$ cat src/trcd_pkg.sv
// Package: shared types and constants of the tick-rate calibrate and delay unit.
package trcd_pkg;

  // Command kinds that survive front-end classification
  typedef enum logic [1:0] {
    KIND_CAL = 2'd0,
    KIND_DLY = 2'd1,
    KIND_SMP = 2'd2
  } kind_e;

  // Raw request codes on the input channel
  localparam logic [1:0] REQ_CAL = 2'd0;
  localparam logic [1:0] REQ_DLY = 2'd1;
  localparam logic [1:0] REQ_SMP = 2'd2;

  // Result kinds
  localparam logic DONE_CAL = 1'b0;
  localparam logic DONE_DLY = 1'b1;

  localparam int unsigned RATE_W  = 23;
  localparam int unsigned SUM_W   = 32;
  localparam int unsigned MS_W    = 32;
  localparam int unsigned TOTAL_W = 48;

  localparam logic [RATE_W-1:0] RATE_RESET  = 23'd1193;
  localparam logic [SUM_W-1:0]  CAL_DIVISOR = 32'd1000;
  localparam logic [SUM_W-1:0]  SUM_MAX     = 32'hFFFF_FFFF;

  // floor(x / 1000) == (x * DIV_MAGIC) >> DIV_SHIFT for every 32-bit x
  localparam int unsigned       MAGIC_W   = 29;
  localparam logic [MAGIC_W-1:0] DIV_MAGIC = 29'd274877907;
  localparam int unsigned       DIV_SHIFT = 38;
  localparam int unsigned       PROD_W    = SUM_W + MAGIC_W;

  // Command queue between front and back
  localparam int unsigned QDEPTH = 2;
  localparam int unsigned QPTR_W = 1;
  localparam int unsigned QCNT_W = 2;

  typedef struct packed {
    kind_e       kind;
    logic [31:0] ms_count;
    logic [15:0] counter_value;
    logic [7:0]  rtc_seconds;
  } item_t;

endpackage

$ cat src/trcd_ifs.sv
// Interfaces: request and result channels with valid/ready handshake.
interface trcd_req_if;
  logic        valid;
  logic        ready;
  logic [1:0]  req_type;
  logic [31:0] ms_count;
  logic [15:0] counter_value;
  logic [7:0]  rtc_seconds;

  modport source (output valid, req_type, ms_count, counter_value, rtc_seconds,
                  input ready);
  modport sink (input valid, req_type, ms_count, counter_value, rtc_seconds,
                output ready);
endinterface

interface trcd_rsp_if;
  logic        valid;
  logic        ready;
  logic        done_kind;
  logic        cal_accepted;
  logic [22:0] rate_ticks_per_ms;
  logic [47:0] elapsed_ms_total;

  modport source (output valid, done_kind, cal_accepted, rate_ticks_per_ms,
                  elapsed_ms_total, input ready);
  modport sink (input valid, done_kind, cal_accepted, rate_ticks_per_ms,
                elapsed_ms_total, output ready);
endinterface

$ cat src/trcd_front.sv
// Front end: accepts request beats, drops unused codes, classifies the rest.
module trcd_front
  import trcd_pkg::*;
(
  trcd_req_if.sink req_i,
  output logic     push_valid_o,
  output item_t    push_item_o,
  input  logic     push_ready_i
);

  logic keep;

  assign req_i.ready = push_ready_i;

  always_comb begin
    keep                      = 1'b1;
    push_item_o.kind          = KIND_SMP;
    push_item_o.ms_count      = req_i.ms_count;
    push_item_o.counter_value = req_i.counter_value;
    push_item_o.rtc_seconds   = req_i.rtc_seconds;
    unique case (req_i.req_type)
      REQ_CAL: push_item_o.kind = KIND_CAL;
      REQ_DLY: push_item_o.kind = KIND_DLY;
      REQ_SMP: push_item_o.kind = KIND_SMP;
      default: keep = 1'b0;  // unused code: taken and dropped
    endcase
  end

  assign push_valid_o = req_i.valid & keep;

endmodule

$ cat src/trcd_fifo.sv
// Command queue: small FIFO decoupling the front end from the back end.
module trcd_fifo
  import trcd_pkg::*;
(
  input  logic  clk_i,
  input  logic  rst_ni,
  input  logic  push_valid_i,
  input  item_t push_item_i,
  output logic  push_ready_o,
  output logic  pop_valid_o,
  output item_t pop_item_o,
  input  logic  pop_ready_i
);

  item_t             mem_q [QDEPTH];
  logic [QPTR_W-1:0] wr_ptr_q, wr_ptr_d;
  logic [QPTR_W-1:0] rd_ptr_q, rd_ptr_d;
  logic [QCNT_W-1:0] cnt_q, cnt_d;
  logic              do_push, do_pop;

  assign push_ready_o = (cnt_q != QCNT_W'(QDEPTH));
  assign pop_valid_o  = (cnt_q != '0);
  assign pop_item_o   = mem_q[rd_ptr_q];
  assign do_push      = push_valid_i & push_ready_o;
  assign do_pop       = pop_valid_o & pop_ready_i;

  always_comb begin
    wr_ptr_d = wr_ptr_q;
    rd_ptr_d = rd_ptr_q;
    cnt_d    = cnt_q;
    if (do_push) begin
      wr_ptr_d = (wr_ptr_q == QPTR_W'(QDEPTH - 1)) ? '0 : wr_ptr_q + 1'b1;
    end
    if (do_pop) begin
      rd_ptr_d = (rd_ptr_q == QPTR_W'(QDEPTH - 1)) ? '0 : rd_ptr_q + 1'b1;
    end
    if (do_push && !do_pop) begin
      cnt_d = cnt_q + 1'b1;
    end else if (!do_push && do_pop) begin
      cnt_d = cnt_q - 1'b1;
    end
  end

  always_ff @(posedge clk_i or negedge rst_ni) begin
    if (!rst_ni) begin
      wr_ptr_q <= '0;
      rd_ptr_q <= '0;
      cnt_q    <= '0;
    end else begin
      wr_ptr_q <= wr_ptr_d;
      rd_ptr_q <= rd_ptr_d;
      cnt_q    <= cnt_d;
    end
  end

  always_ff @(posedge clk_i) begin
    if (do_push) begin
      mem_q[wr_ptr_q] <= push_item_i;
    end
  end

endmodule

$ cat src/trcd_back.sv
// Back end: calibration / delay sequencer, reciprocal divide, result register.
module trcd_back
  import trcd_pkg::*;
#(
  parameter int COUNTER_BITS = 16
) (
  input  logic        clk_i,
  input  logic        rst_ni,
  input  logic        item_valid_i,
  input  item_t       item_i,
  output logic        item_ready_o,
  trcd_rsp_if.source  rsp_o
);

  localparam int unsigned CB = COUNTER_BITS;
  localparam int unsigned DW = CB + 1;
  localparam int unsigned AW = ((DW > SUM_W) ? DW : SUM_W) + 1;
  localparam logic [CB-1:0] CNT_MAX = '1;

  typedef enum logic [6:0] {
    PH_IDLE     = 7'b0000001,
    PH_CAL_REF  = 7'b0000010,
    PH_CAL_WAIT = 7'b0000100,
    PH_CAL_SUM  = 7'b0001000,
    PH_CAL_DIV  = 7'b0010000,
    PH_DLY_ARM  = 7'b0100000,
    PH_DLY_CNT  = 7'b1000000
  } phase_e;

  phase_e               phase_q, phase_d;
  logic [7:0]           ref_sec_q, ref_sec_d;
  logic [CB-1:0]        prev_q, prev_d;
  logic [SUM_W-1:0]     sum_q, sum_d;
  logic [RATE_W-1:0]    rate_q, rate_d;
  logic [MS_W-1:0]      left_q, left_d;
  logic [MS_W-1:0]      reqd_q, reqd_d;
  logic [TOTAL_W-1:0]   total_q, total_d;
  logic                 ok_q, ok_d;
  logic [PROD_W-1:0]    prod_q;

  logic                 out_valid_q, out_valid_d;
  logic                 out_kind_q, out_acc_q;
  logic [RATE_W-1:0]    out_rate_q;
  logic [TOTAL_W-1:0]   out_total_q;

  logic                 slot_free, pop, emit, emit_kind, emit_acc;
  logic [CB+15:0]       cnt_ext;
  logic [CB-1:0]        cur;
  logic [DW-1:0]        delta;
  logic [AW-1:0]        acc;
  logic [SUM_W-1:0]     sum_sat;
  logic [MS_W-1:0]      left_dec;

  // Counter reading masked to COUNTER_BITS
  assign cnt_ext = {{CB{1'b0}}, item_i.counter_value};
  assign cur     = cnt_ext[CB-1:0];

  // Down-counter delta with the wrap rule prev + (M - cur)
  always_comb begin
    if (cur > prev_q) begin
      delta = {1'b0, prev_q} + ({1'b0, CNT_MAX} - {1'b0, cur});
    end else begin
      delta = {1'b0, prev_q} - {1'b0, cur};
    end
  end

  assign acc      = AW'(sum_q) + AW'(delta);
  assign sum_sat  = (acc > AW'(SUM_MAX)) ? SUM_MAX : acc[SUM_W-1:0];
  assign left_dec = left_q - 1'b1;

  assign slot_free    = !out_valid_q || rsp_o.ready;
  assign pop          = item_valid_i && slot_free && (phase_q != PH_CAL_DIV);
  assign item_ready_o = slot_free && (phase_q != PH_CAL_DIV);

  always_comb begin
    phase_d   = phase_q;
    ref_sec_d = ref_sec_q;
    prev_d    = prev_q;
    sum_d     = sum_q;
    rate_d    = rate_q;
    left_d    = left_q;
    reqd_d    = reqd_q;
    total_d   = total_q;
    ok_d      = ok_q;
    emit      = 1'b0;
    emit_kind = DONE_CAL;
    emit_acc  = 1'b0;

    if (phase_q == PH_CAL_DIV) begin
      // product of the final sum is registered now
      if (slot_free) begin
        if (ok_q) begin
          rate_d = prod_q[DIV_SHIFT +: RATE_W];
        end
        emit      = 1'b1;
        emit_kind = DONE_CAL;
        emit_acc  = ok_q;
        phase_d   = PH_IDLE;
      end
    end else if (pop) begin
      unique case (item_i.kind)
        KIND_CAL: begin
          if (phase_q == PH_IDLE) begin
            phase_d = PH_CAL_REF;
          end
        end
        KIND_DLY: begin
          if (phase_q == PH_IDLE) begin
            if (item_i.ms_count == '0) begin
              emit      = 1'b1;
              emit_kind = DONE_DLY;
            end else begin
              left_d  = item_i.ms_count;
              reqd_d  = item_i.ms_count;
              sum_d   = '0;
              phase_d = PH_DLY_ARM;
            end
          end
        end
        KIND_SMP: begin
          unique case (phase_q)
            PH_CAL_REF: begin
              ref_sec_d = item_i.rtc_seconds;
              phase_d   = PH_CAL_WAIT;
            end
            PH_CAL_WAIT: begin
              if (item_i.rtc_seconds != ref_sec_q) begin
                ref_sec_d = item_i.rtc_seconds;
                prev_d    = cur;
                sum_d     = '0;
                phase_d   = PH_CAL_SUM;
              end
            end
            PH_CAL_SUM: begin
              if (item_i.rtc_seconds == ref_sec_q) begin
                sum_d  = sum_sat;
                prev_d = cur;
              end else begin
                ok_d    = (sum_q > CAL_DIVISOR);
                phase_d = PH_CAL_DIV;
              end
            end
            PH_DLY_ARM: begin
              prev_d  = cur;
              sum_d   = '0;
              phase_d = PH_DLY_CNT;
            end
            PH_DLY_CNT: begin
              sum_d  = sum_sat;
              prev_d = cur;
              if (sum_sat >= SUM_W'(rate_q)) begin
                left_d = left_dec;
                if (left_dec != '0) begin
                  phase_d = PH_DLY_ARM;
                end else begin
                  total_d   = total_q + TOTAL_W'(reqd_q);
                  phase_d   = PH_IDLE;
                  emit      = 1'b1;
                  emit_kind = DONE_DLY;
                end
              end
            end
            default: ;  // idle: sample ignored
          endcase
        end
        default: ;
      endcase
    end

    out_valid_d = out_valid_q && !rsp_o.ready;
    if (emit) begin
      out_valid_d = 1'b1;
    end
  end

  always_ff @(posedge clk_i or negedge rst_ni) begin
    if (!rst_ni) begin
      phase_q     <= PH_IDLE;
      ref_sec_q   <= '0;
      prev_q      <= '0;
      sum_q       <= '0;
      rate_q      <= RATE_RESET;
      left_q      <= '0;
      reqd_q      <= '0;
      total_q     <= '0;
      ok_q        <= 1'b0;
      out_valid_q <= 1'b0;
    end else begin
      phase_q     <= phase_d;
      ref_sec_q   <= ref_sec_d;
      prev_q      <= prev_d;
      sum_q       <= sum_d;
      rate_q      <= rate_d;
      left_q      <= left_d;
      reqd_q      <= reqd_d;
      total_q     <= total_d;
      ok_q        <= ok_d;
      out_valid_q <= out_valid_d;
    end
  end

  // Reciprocal multiply for the divide by 1000; result register loads
  always_ff @(posedge clk_i) begin
    prod_q <= PROD_W'(sum_q) * PROD_W'(DIV_MAGIC);
    if (emit) begin
      out_kind_q  <= emit_kind;
      out_acc_q   <= emit_acc;
      out_rate_q  <= rate_d;
      out_total_q <= total_d;
    end
  end

  assign rsp_o.valid             = out_valid_q;
  assign rsp_o.done_kind         = out_kind_q;
  assign rsp_o.cal_accepted      = out_acc_q;
  assign rsp_o.rate_ticks_per_ms = out_rate_q;
  assign rsp_o.elapsed_ms_total  = out_total_q;

endmodule

$ cat src/tick_rate_calibrate_and_delay_unit.sv
// Top level: tick-rate calibration and millisecond delay engine.
//
// Request beats (start calibration, start delay, counter/seconds sample) are
// taken by a front end that drops the unused request code and pushes the rest
// into a two-entry command queue. The back end pops one command per cycle and
// runs the calibration and delay sequencer: each sample costs one wrap-
// corrected counter delta, a saturating 32-bit add and a compare against the
// current rate. Throughput is one beat per clock while the result channel
// takes results. At the end of a calibration the back end stalls while the
// tick sum goes through a registered reciprocal multiply (divide by 1000)
// before the new rate and the result are written; the queue absorbs incoming
// beats meanwhile. Results sit in an output register, so the block keeps
// accepting beats until the queue fills while a result waits. Commands that
// arrive while an operation runs are dropped, as are samples while idle.
// COUNTER_BITS sets the width of the sampled counter.
module tick_rate_calibrate_and_delay_unit
  import trcd_pkg::*;
#(
  parameter int COUNTER_BITS = 16
) (
  input  logic       clk_i,
  input  logic       rst_ni,
  trcd_req_if.sink   req_i,
  trcd_rsp_if.source rsp_o
);

  logic  push_valid, push_ready;
  item_t push_item;
  logic  pop_valid, pop_ready;
  item_t pop_item;

  // Classify and filter incoming beats
  trcd_front u_front (
    .req_i        (req_i),
    .push_valid_o (push_valid),
    .push_item_o  (push_item),
    .push_ready_i (push_ready)
  );

  // Command queue lets the front and back stall independently
  trcd_fifo u_fifo (
    .clk_i        (clk_i),
    .rst_ni       (rst_ni),
    .push_valid_i (push_valid),
    .push_item_i  (push_item),
    .push_ready_o (push_ready),
    .pop_valid_o  (pop_valid),
    .pop_item_o   (pop_item),
    .pop_ready_i  (pop_ready)
  );

  // Sequencer, divider and result register
  trcd_back #(
    .COUNTER_BITS (COUNTER_BITS)
  ) u_back (
    .clk_i        (clk_i),
    .rst_ni       (rst_ni),
    .item_valid_i (pop_valid),
    .item_i       (pop_item),
    .item_ready_o (pop_ready),
    .rsp_o        (rsp_o)
  );

endmodule

$ cat src/flat_wrapper.sv
// flat-port wrapper written by rule: the top's interface ports become plain ports
module tick_rate_calibrate_and_delay_unit_flat import trcd_pkg::*;
#(
  parameter int COUNTER_BITS = 16
)
  (clk_i, rst_ni, req_i_valid, req_i_req_type, req_i_ms_count, req_i_counter_value, req_i_rtc_seconds, req_i_ready, rsp_o_valid, rsp_o_done_kind, rsp_o_cal_accepted, rsp_o_rate_ticks_per_ms, rsp_o_elapsed_ms_total, rsp_o_ready);
  trcd_req_if req_i_i ();
  trcd_rsp_if rsp_o_i ();
  input  logic clk_i;
  input  logic rst_ni;
  input wire logic [$bits(req_i_i.valid)-1:0] req_i_valid;
  input wire logic [$bits(req_i_i.req_type)-1:0] req_i_req_type;
  input wire logic [$bits(req_i_i.ms_count)-1:0] req_i_ms_count;
  input wire logic [$bits(req_i_i.counter_value)-1:0] req_i_counter_value;
  input wire logic [$bits(req_i_i.rtc_seconds)-1:0] req_i_rtc_seconds;
  output wire logic [$bits(req_i_i.ready)-1:0] req_i_ready;
  output wire logic [$bits(rsp_o_i.valid)-1:0] rsp_o_valid;
  output wire logic [$bits(rsp_o_i.done_kind)-1:0] rsp_o_done_kind;
  output wire logic [$bits(rsp_o_i.cal_accepted)-1:0] rsp_o_cal_accepted;
  output wire logic [$bits(rsp_o_i.rate_ticks_per_ms)-1:0] rsp_o_rate_ticks_per_ms;
  output wire logic [$bits(rsp_o_i.elapsed_ms_total)-1:0] rsp_o_elapsed_ms_total;
  input wire logic [$bits(rsp_o_i.ready)-1:0] rsp_o_ready;
  assign req_i_i.valid = req_i_valid;
  assign req_i_i.req_type = req_i_req_type;
  assign req_i_i.ms_count = req_i_ms_count;
  assign req_i_i.counter_value = req_i_counter_value;
  assign req_i_i.rtc_seconds = req_i_rtc_seconds;
  assign req_i_ready = req_i_i.ready;
  assign rsp_o_valid = rsp_o_i.valid;
  assign rsp_o_done_kind = rsp_o_i.done_kind;
  assign rsp_o_cal_accepted = rsp_o_i.cal_accepted;
  assign rsp_o_rate_ticks_per_ms = rsp_o_i.rate_ticks_per_ms;
  assign rsp_o_elapsed_ms_total = rsp_o_i.elapsed_ms_total;
  assign rsp_o_i.ready = rsp_o_ready;
  tick_rate_calibrate_and_delay_unit #(.COUNTER_BITS(COUNTER_BITS)) u_core (.clk_i(clk_i), .rst_ni(rst_ni), .req_i(req_i_i), .rsp_o(rsp_o_i));
endmodule
$ cat config.mk
export PLATFORM = sky130hd
export DESIGN_NAME = tick_rate_calibrate_and_delay_unit_flat
export DESIGN_NICKNAME = d
export VERILOG_FILES = /design/src/trcd_pkg.sv /design/src/trcd_ifs.sv /design/src/trcd_front.sv /design/src/trcd_fifo.sv /design/src/trcd_back.sv /design/src/tick_rate_calibrate_and_delay_unit.sv /design/src/flat_wrapper.sv
export SDC_FILE = /design/constraint.sdc
export NUM_CORES = 2
export LEC_CHECK = 0
export ABC_AREA = 1
export BUFFER_PORTS_ARGS = -buffer_cell sky130_fd_sc_hd__buf_2
export CORE_ASPECT_RATIO = 1.5
export CORE_MARGIN = 2
export CORE_UTILIZATION = 59
export CTS_BUF_LIST = sky130_fd_sc_hd__clkbuf_4 sky130_fd_sc_hd__clkbuf_8
export CTS_CLUSTER_SIZE = 24
export DETAILED_ROUTE_END_ITERATION = 16
export GPL_ROUTABILITY_DRIVEN = 0
export PLACE_DENSITY = 0.82
export SLEW_MARGIN = 0
export SYNTH_ARGS = -nofsm -noshare
export SYNTH_HDL_FRONTEND = slang
export SYNTH_SLANG_ARGS = --single-unit
$ cat constraint.sdc
create_clock -name clk_i -period 8.1 [get_ports clk_i]
set_input_delay 2.025 -clock clk_i [delete_from_list [all_inputs] [get_ports clk_i]]
set_output_delay 2.025 -clock clk_i [all_outputs]
set_load 0.05 [all_outputs]
## Word level (Yosys, flattened, before mapping)

Memories as Yosys holds them, arrays and structs flattened.
Cells that the tools add are included.

| word-level totals | value |
|---|---|
| output and inout bits | 75 |
| bits in writable memories | 116 |
| memories | 1 |
| logic and storage cells | 161 |
| bits of input ports | 62 |
| register bits after elaboration | 338 |

Memories:

| name | words | bits a word | read ports | clocked after memory_dff | write ports | line | text |
|---|---|---|---|---|---|---|---|
| u_core.u_fifo.mem_q | 2 | 58 | 1 | 0 | 1 | trcd_fifo.sv:15 | `item_t mem_q [QDEPTH];` |

| operators by class | value |
|---|---|
| bitwise logic cells | 6 |
| add/subtract/negate cells | 10 |
| reductions and logical operators | 32 |
| multipliers | 1 |
| mux-type cells | 57 |
| equality and inequality tests | 32 |
| $lt $le $gt $ge | 4 |

Operators by type and width:

| kind | number |
|---|---|
| 32-bit two-way mux | 9 |
| 48-bit two-way mux | 6 |
| 32-bit case mux with 2 select lines | 2 |
| 32-bit case mux with 4 select lines | 1 |
| 23-bit two-way mux | 3 |
| 7-bit two-way mux | 9 |
| 32-bit by 29-bit multiplier with 61-bit output, second input constant | 1 |
| 48-bit by 32-bit adder with 48-bit output | 1 |
| 16-bit case mux with 3 select lines | 1 |
| 7-bit case mux with 5 select lines | 1 |
| 32-bit by 17-bit adder with 33-bit output | 1 |
| 33-bit by 32-bit greater-than comparator with 1-bit output, second input constant | 1 |
| 32-bit by 23-bit greater-or-equal comparator with 1-bit output | 1 |
| 32-bit by 10-bit greater-than comparator with 1-bit output, second input constant | 1 |
| 32-bit logical NOT | 1 |
| 16-bit two-way mux | 2 |
| 32-bit nonzero test | 1 |
| 32-bit by 1-bit subtractor with 32-bit output, second input constant | 1 |
| 7-bit case mux with 3 select lines | 1 |
| 16-bit by 17-bit adder with 17-bit output | 1 |
| 17-bit two-way mux | 1 |
| 16-bit by 16-bit subtractor with 17-bit output | 1 |
| 16-bit by 16-bit subtractor with 17-bit output, first input constant | 1 |
| 16-bit greater-than comparator | 1 |
| 44 further kinds | 93 |

## Logic depth before layout (Yosys ltp)

An unclocked memory read counts as a cell.

| logic depth | value |
|---|---|
| word-level depth | 14 |
| depth in mapped cells | 57 |

## By module

A second synthesis with hierarchy kept.

| second synthesis, totals | value |
|---|---|
| cell total of the unflattened synthesis | 4334 |
| area, all modules | 37787.5 um2 |

By module, submodules not included:

| module | area each (um2) | cells each | seq. area each (um2) | times used |
|---|---|---|---|---|
| trcd_back | 32896.6 | 3940 | 7664.9 | 1 |
| trcd_fifo | 4443.0 | 332 | 3583.4 | 1 |
| trcd_front | 447.9 | 62 | 0.0 | 1 |

## Worst setup path before layout

OpenSTA, ideal clock, no wires.

| timing | value |
|---|---|
| path kind | flip-flop to flip-flop |
| start point | register u_core.u_fifo.rd_ptr_q |
| end point | register u_core.u_back.out_acc_q, in the netlist u_core.u_back.rsp_o.cal_accepted (enable) |
| path buffers | 6 |
| clock period less this slack | 8.412 ns |
| library setup time | 0.433 ns |
| arrival | 7.979 ns |
| slack | -0.312 ns |
| stages on the path, launching flop included | 54 |
| path through | dfrtp_1 buf_2 buf_2 buf_2 buf_1 mux2i_1 ha_1 a21oi_1 inv_1 a21oi_1 o21ai_0 a21oi_1 nand2_1 nand2_1 inv_1 nor2_1 buf_2 nand2_1 [... 18 more ...] nand2_1 nand2_1 nand2_1 nand2_1 nand2_1 nand2_1 nand2_1 nand2_1 nand2_1 nand2_1 nand2_1 nand2_1 nand2_1 nand3_4 nand3_1 nand2_1 nand2_1 nand2_1 |

| on the way | value |
|---|---|
| cells in the longest elaborated chain, start to end | 13 |
| elaborated cells on any way between the ends | 20 |
| classes of those cells | add/sub (4); order compare (3); eq/ne (2); mux (9); reduce/logical (1); memory (1) |

RTL lines:

| element | line | text |
|---|---|---|
| from (decl) | trcd_fifo.sv:17 | `logic [QPTR_W-1:0] rd_ptr_q, rd_ptr_d;` |
| from (signal assigned) | trcd_fifo.sv:51 | `rd_ptr_q <= rd_ptr_d;` |
| memory 2 x 58 bit (*) | -- |  |
| 16-bit by 16-bit subtractor with 17-bit output | trcd_back.sv:61 | `delta = {1'b0, prev_q} + ({1'b0, CNT_MAX} - {1'b0, cur});` |
| 16-bit by 17-bit adder with 17-bit output | trcd_back.sv:61 |  |
| 17-bit two-way mux | trcd_back.sv:60 | `if (cur > prev_q) begin` |
| 32-bit by 17-bit adder with 33-bit output | trcd_back.sv:67 | `assign acc = AW'(sum_q) + AW'(delta);` |
| 33-bit by 32-bit greater-than comparator with 1-bit output | trcd_back.sv:68 | `assign sum_sat = (acc > AW'(SUM_MAX)) ? SUM_MAX : acc[SUM_W-1:0];` |
| 32-bit two-way mux | trcd_back.sv:68 |  |
| 32-bit by 23-bit greater-or-equal comparator with 1-bit output | trcd_back.sv:151 | `if (sum_sat >= SUM_W'(rate_q)) begin` |
| 1-bit two-way mux | trcd_back.sv:151 |  |
| 1-bit two-way mux | trcd_back.sv:121 | `unique case (phase_q)` |
| 1-bit case mux with 2 select lines (*) | trcd_back.sv:101 | `unique case (item_i.kind)` |
| 1-bit two-way mux (*) | trcd_back.sv:100 | `end else if (pop) begin` |
| 1-bit two-way mux (*) | trcd_back.sv:89 | `if (phase_q == PH_CAL_DIV) begin` |
| net u_core.u_back.emit | trcd_back.sv:46 | `logic slot_free, pop, emit, emit_kind, emit_acc;` |
| to (signal assigned) | trcd_back.sv:207 | `out_acc_q <= emit_acc;` |
| to (decl) | trcd_back.sv:42 | `logic out_kind_q, out_acc_q;` |

Mark *: on every way through the listed nets, which the timed path passes. The rest lies on a longest branch.
A chain may end at the register's enable or synchronous reset.

## Worst setup path in the final report

| timing | value |
|---|---|
| start point | register u_core.u_fifo.rd_ptr_q |
| end point | register u_core.u_back.out_total_q[21], in the netlist u_core.u_back.rsp_o.elapsed_ms_total[21] (enable) |

| on the way | value |
|---|---|
| cells in the longest elaborated chain, start to end | 13 |
| elaborated cells on any way between the ends | 20 |
| classes of those cells | add/sub (4); order compare (3); eq/ne (2); mux (9); reduce/logical (1); memory (1) |

RTL lines:

| element | line | text |
|---|---|---|
| memory 2 x 58 bit (*) | -- |  |
| 16-bit by 16-bit subtractor with 17-bit output | trcd_back.sv:61 |  |
| 16-bit by 17-bit adder with 17-bit output | trcd_back.sv:61 |  |
| 17-bit two-way mux | trcd_back.sv:60 |  |
| 32-bit by 17-bit adder with 33-bit output | trcd_back.sv:67 |  |
| 33-bit by 32-bit greater-than comparator with 1-bit output | trcd_back.sv:68 |  |
| 32-bit two-way mux | trcd_back.sv:68 |  |
| 32-bit by 23-bit greater-or-equal comparator with 1-bit output | trcd_back.sv:151 |  |
| 1-bit two-way mux | trcd_back.sv:151 |  |
| 1-bit two-way mux | trcd_back.sv:121 |  |
| 1-bit case mux with 2 select lines (*) | trcd_back.sv:101 |  |
| 1-bit two-way mux (*) | trcd_back.sv:100 |  |
| 1-bit two-way mux (*) | trcd_back.sv:89 |  |
| net u_core.u_back.emit | trcd_back.sv:46 |  |
| to (signal assigned) | trcd_back.sv:209 | `out_total_q <= total_d;` |
| to (decl) | trcd_back.sv:44 | `logic [TOTAL_W-1:0] out_total_q;` |

Marks and branches as above.

==> out/metrics.yaml <==
outcome: "complete, no violations"
p_sw_share_pct: 45.2
end_kind: "register"
design_power_total_mw: 8.95
port_buffers: 136
seqCellArea_mm2: 0.0113
num-nets-final: 5294
worstPathArrival_ns: 7.74
synth_compound_area_share_pct: 8.83
min_path_type: "reg2reg"
seqPwrFrac_pct: 32.1
worst-path-buf-inv: 8
power_density_mw_per_mm2: 221
syn_area_per_cell_um2: 8.84
synth_adder_area_share_pct: 33.1
async_reset_ff_share_pct: 49.0
clock_latency_ns: 0.66
p_leak_nw: 21.8
vias: 30300
path_max_fanout: 45
drc: 0
max_freq_mhz: 135
synth.distinct_cells: 63
chipWidth_um: 209
pre_cts_slack_ns: 0.474
slew_viol_final: 0
synth-seq-area-share_pct: 30.1
drt-pass1-iter-count: 8
core-area_mm2: 0.0629
dp_hpwl_mm: 88.9
path_class: "reg2reg"
totalNegativeSetupSlack_ns: 0
post-route-period-util_pct: 91.6
worst_pin_slew_ns: 1.27
p_comb_share_pct: 48.7
clk_pin_slew_worst_paths_ns: 0.07
nFillCells: 5105
area_growth_pct: 8.49
ys.flop_type: "dfrtp_1"
yosys.area_share.simple_pct: 14.2
muxShareOfSynthArea_pct: 0.968
multi_input_area_mm2: 0.0224
critPathSlowestCell: "dfrtp_4"
rows: 113
yosys_warnings: 0
drive_above_1_share_pct: 8.78
grt_max_degree: 107
ys_ff_latch: 416
synth_edf_count: 189
critical_path.top_delay_family: "simple AND/OR/NAND/NOR gates"
worstPathRequired_ns: 8.41
pwr-share-clk_pct: 19.2
r2r_slack_ns: 0.68
clockBufferDepth: 3
fin_crit_ns: 7.42
wl_per_cell_um: 21.0
fin_ws_ns: 0.677
floorplan.initialDensity_pct: 59.4
drtIter0Drc: 2345
grt_overflow: 0
relSlewSlack_pct: 14.9
syn_inst: 4226
clock_sinks: 416
grt_pass1_wl_mm: 170
irDropWorstVdd_uv: 197
synthXorXnorAreaFrac_pct: 2.81
synth_top_family_by_area: "adder cells"
ios: 137
dp.cells: 5161
htree_levels: 2
cts_tree: "done"
die_h_um: 312
power.net_switching_mw: 4.05
synth_nets: 5094
setup_violations: 0
hold_viol: 0
grt_usage_pct: 34.5
antenna_found_initial: 4
cpMostUsedCell: "nand2_1"
internal_power_mw: 4.90
synthesis.area_mm2: 0.0374
maxCapViolCount: 0
skew_ns: 0.0332
critPathMaxStageDelay_ns: 0.58
fin_util_pct: 64.4
cts_hold_buf: 0
setup.worst_path.start_class: "register"
numCtsBuffers: 56
postRouteAntennaNets: 0
dieArea_mm2: 0.0654
layout.cells.non_filler: 5283
grt_pass1_vias: 31700
cts_root_buf: "clkbuf_8"
vias_per_cell: 5.74
wl_mm: 111
[kinds of logic (layout without fill, tap and decap cells)]
logic type      Yosys count  count (layout)
xor+xnor                120             120
buf+inv                 982            1229
other cells               0               4
mux                      35              35
simple gates           1268            1269
flops                   416             416
fa+ha+maj               806             806
compound gates          599             599
[cell usage after synthesis, drive strengths merged, types with 3 or more instances]
| master | count | area share, % |
|---|---|---|
| o21a | 16 | 0.32 |
| mux2 | 9 | 0.27 |
| xor2 | 76 | 1.8 |
| nor2 | 350 | 3.6 |
| dfrtp | 198 | 13 |
| clkbuf | 26 | 0.27 |
| nand3 | 124 | 1.7 |
| a211oi | 4 | 0.080 |
| or2 | 23 | 0.39 |
| and3 | 6 | 0.10 |
| inv | 927 | 9.3 |
| buf | 28 | 0.46 |
| edfxtp | 189 | 15 |
| nand2 | 670 | 6.8 |
| nor3 | 34 | 0.50 |
| dfxtp | 23 | 1.2 |
| o21ai | 238 | 3.2 |
| mux2i | 26 | 0.70 |
| nand3b | 5 | 0.11 |
| a21oi | 258 | 3.6 |
| nand4 | 37 | 0.62 |
| ha | 504 | 17 |
| o21bai | 7 | 0.14 |
| dfstp | 6 | 0.42 |
| nor4 | 16 | 0.27 |
| a31oi | 30 | 0.50 |
| fa | 302 | 16 |
| o22ai | 8 | 0.13 |
| o31ai | 3 | 0.060 |
| o211ai | 11 | 0.22 |
| a21o | 12 | 0.24 |
| xnor2 | 44 | 1.0 |
[flip-flops by register name, indices dropped and copies added, names as in the netlist, 2 cells and up]
register                               count
u_core.u_back.prod_q                      23
u_core.u_back.prev_q                      16
u_core.u_fifo.mem_q                      116
u_core.u_back.sum_q                       32
u_core.u_back.ref_sec_q                    8
u_core.u_back.rsp_o.rate_ticks_per_ms     23
u_core.u_back.total_q                     48
u_core.u_back.phase_q                      7
u_core.u_back.reqd_q                      32
u_core.u_back.rsp_o.elapsed_ms_total      48
u_core.u_back.left_q                      32
u_core.u_back.rate_q                      23
u_core.u_fifo.cnt_q                        2
[cell usage in the layout, fill, tap and decap left out, drive strengths merged, types with 7 or more instances in the layout]
| master | count |
|---|---|
| o211ai | 11 |
| o21ai | 238 |
| nor2 | 350 |
| nand4 | 37 |
| o21bai | 7 |
| a21o | 12 |
| buf | 193 |
| dfrtp | 198 |
| edfxtp | 189 |
| or2 | 23 |
| clkinv | 12 |
| dfxtp | 23 |
| mux2 | 9 |
| nor3 | 34 |
| inv | 932 |
| mux2i | 26 |
| nand3 | 124 |
| xor2 | 76 |
| xnor2 | 44 |
| nand2 | 671 |
| o21a | 16 |
| a31oi | 30 |
| clkbuf | 87 |
| fa | 302 |
| ha | 504 |
| a21oi | 258 |
| o22ai | 8 |
| nor4 | 16 |
[cell type report]
class / count / area share [%]
timing repair buffer: 194 / 2.81
timing repair inverter: 1 / 0.0123
sequential: 416 / 27.8
tap: 805 / 2.49
inverter: 928 / 8.60
multi-input combinational: 2829 / 55.3
clock inverter: 20 / 0.411
clock buffer: 86 / 2.58
antenna: 4 / 0.0247
[timing repair]
action                     CTS  global route
hold endpoints to repair     0             0
setup buffers                0            10
gates resized for setup      0             8
setup endpoints to repair    0           175
[worst paths after layout]
| kind | to | from | depth (start not counted) |
|---|---|---|---|
| max | u_core.u_back.rsp_o.elapsed_ms_total[21]$_DFFE_PP_ | u_core.u_fifo.rd_ptr_q$_DFFE_PN0P_ | 51 |
| min | u_core.u_fifo.cnt_q[0]$_DFFE_PN0P_ | u_core.u_fifo.cnt_q[0]$_DFFE_PN0P_ | 1 |
| max reg2reg | u_core.u_back.rsp_o.elapsed_ms_total[21]$_DFFE_PP_ | u_core.u_fifo.rd_ptr_q$_DFFE_PN0P_ | 51 |
| min reg2reg | u_core.u_fifo.cnt_q[0]$_DFFE_PN0P_ | u_core.u_fifo.cnt_q[0]$_DFFE_PN0P_ | 1 |
| max in group asynchronous | u_core.u_fifo.rd_ptr_q$_DFFE_PN0P_ | rst_ni | 2 |
| min in group asynchronous | u_core.u_back.total_q[23]$_DFF_PN0_ | rst_ni | 1 |
[power by group through the flow]
| stage | sequential [mW] | clock, mW | combinational, mW |
|---|---|---|---|
| after floorplan | 2.76 | 0 | 3.23 |
| after global placement | 2.89 | 0 | 4.10 |
| after detailed placement | 2.90 | 0 | 4.22 |
| after CTS | 2.86 | 1.74 | 4.24 |
| after global routing | 2.89 | 1.82 | 4.82 |
| final | 2.87 | 1.72 | 4.36 |
[per-stage QoR]
stage / area [um^2] / hold slack, ns
2_1_floorplan: 37400 / 0.423
3_3_place_gp: 39200 / 0.447
6_report: 40500 / 0.477
3_5_place_dp: 39200 / 0.466
4_1_cts: 40400 / 0.478
5_1_grt: 40500 / 0.499
[layer usage]
layer  wire (um)  GRT usage, %
met4       13300          33.6
met5          10             0
met1       35700          34.0
met3        7410          5.75
met2       54600          60.5
(Power assumes the default switching activity.)
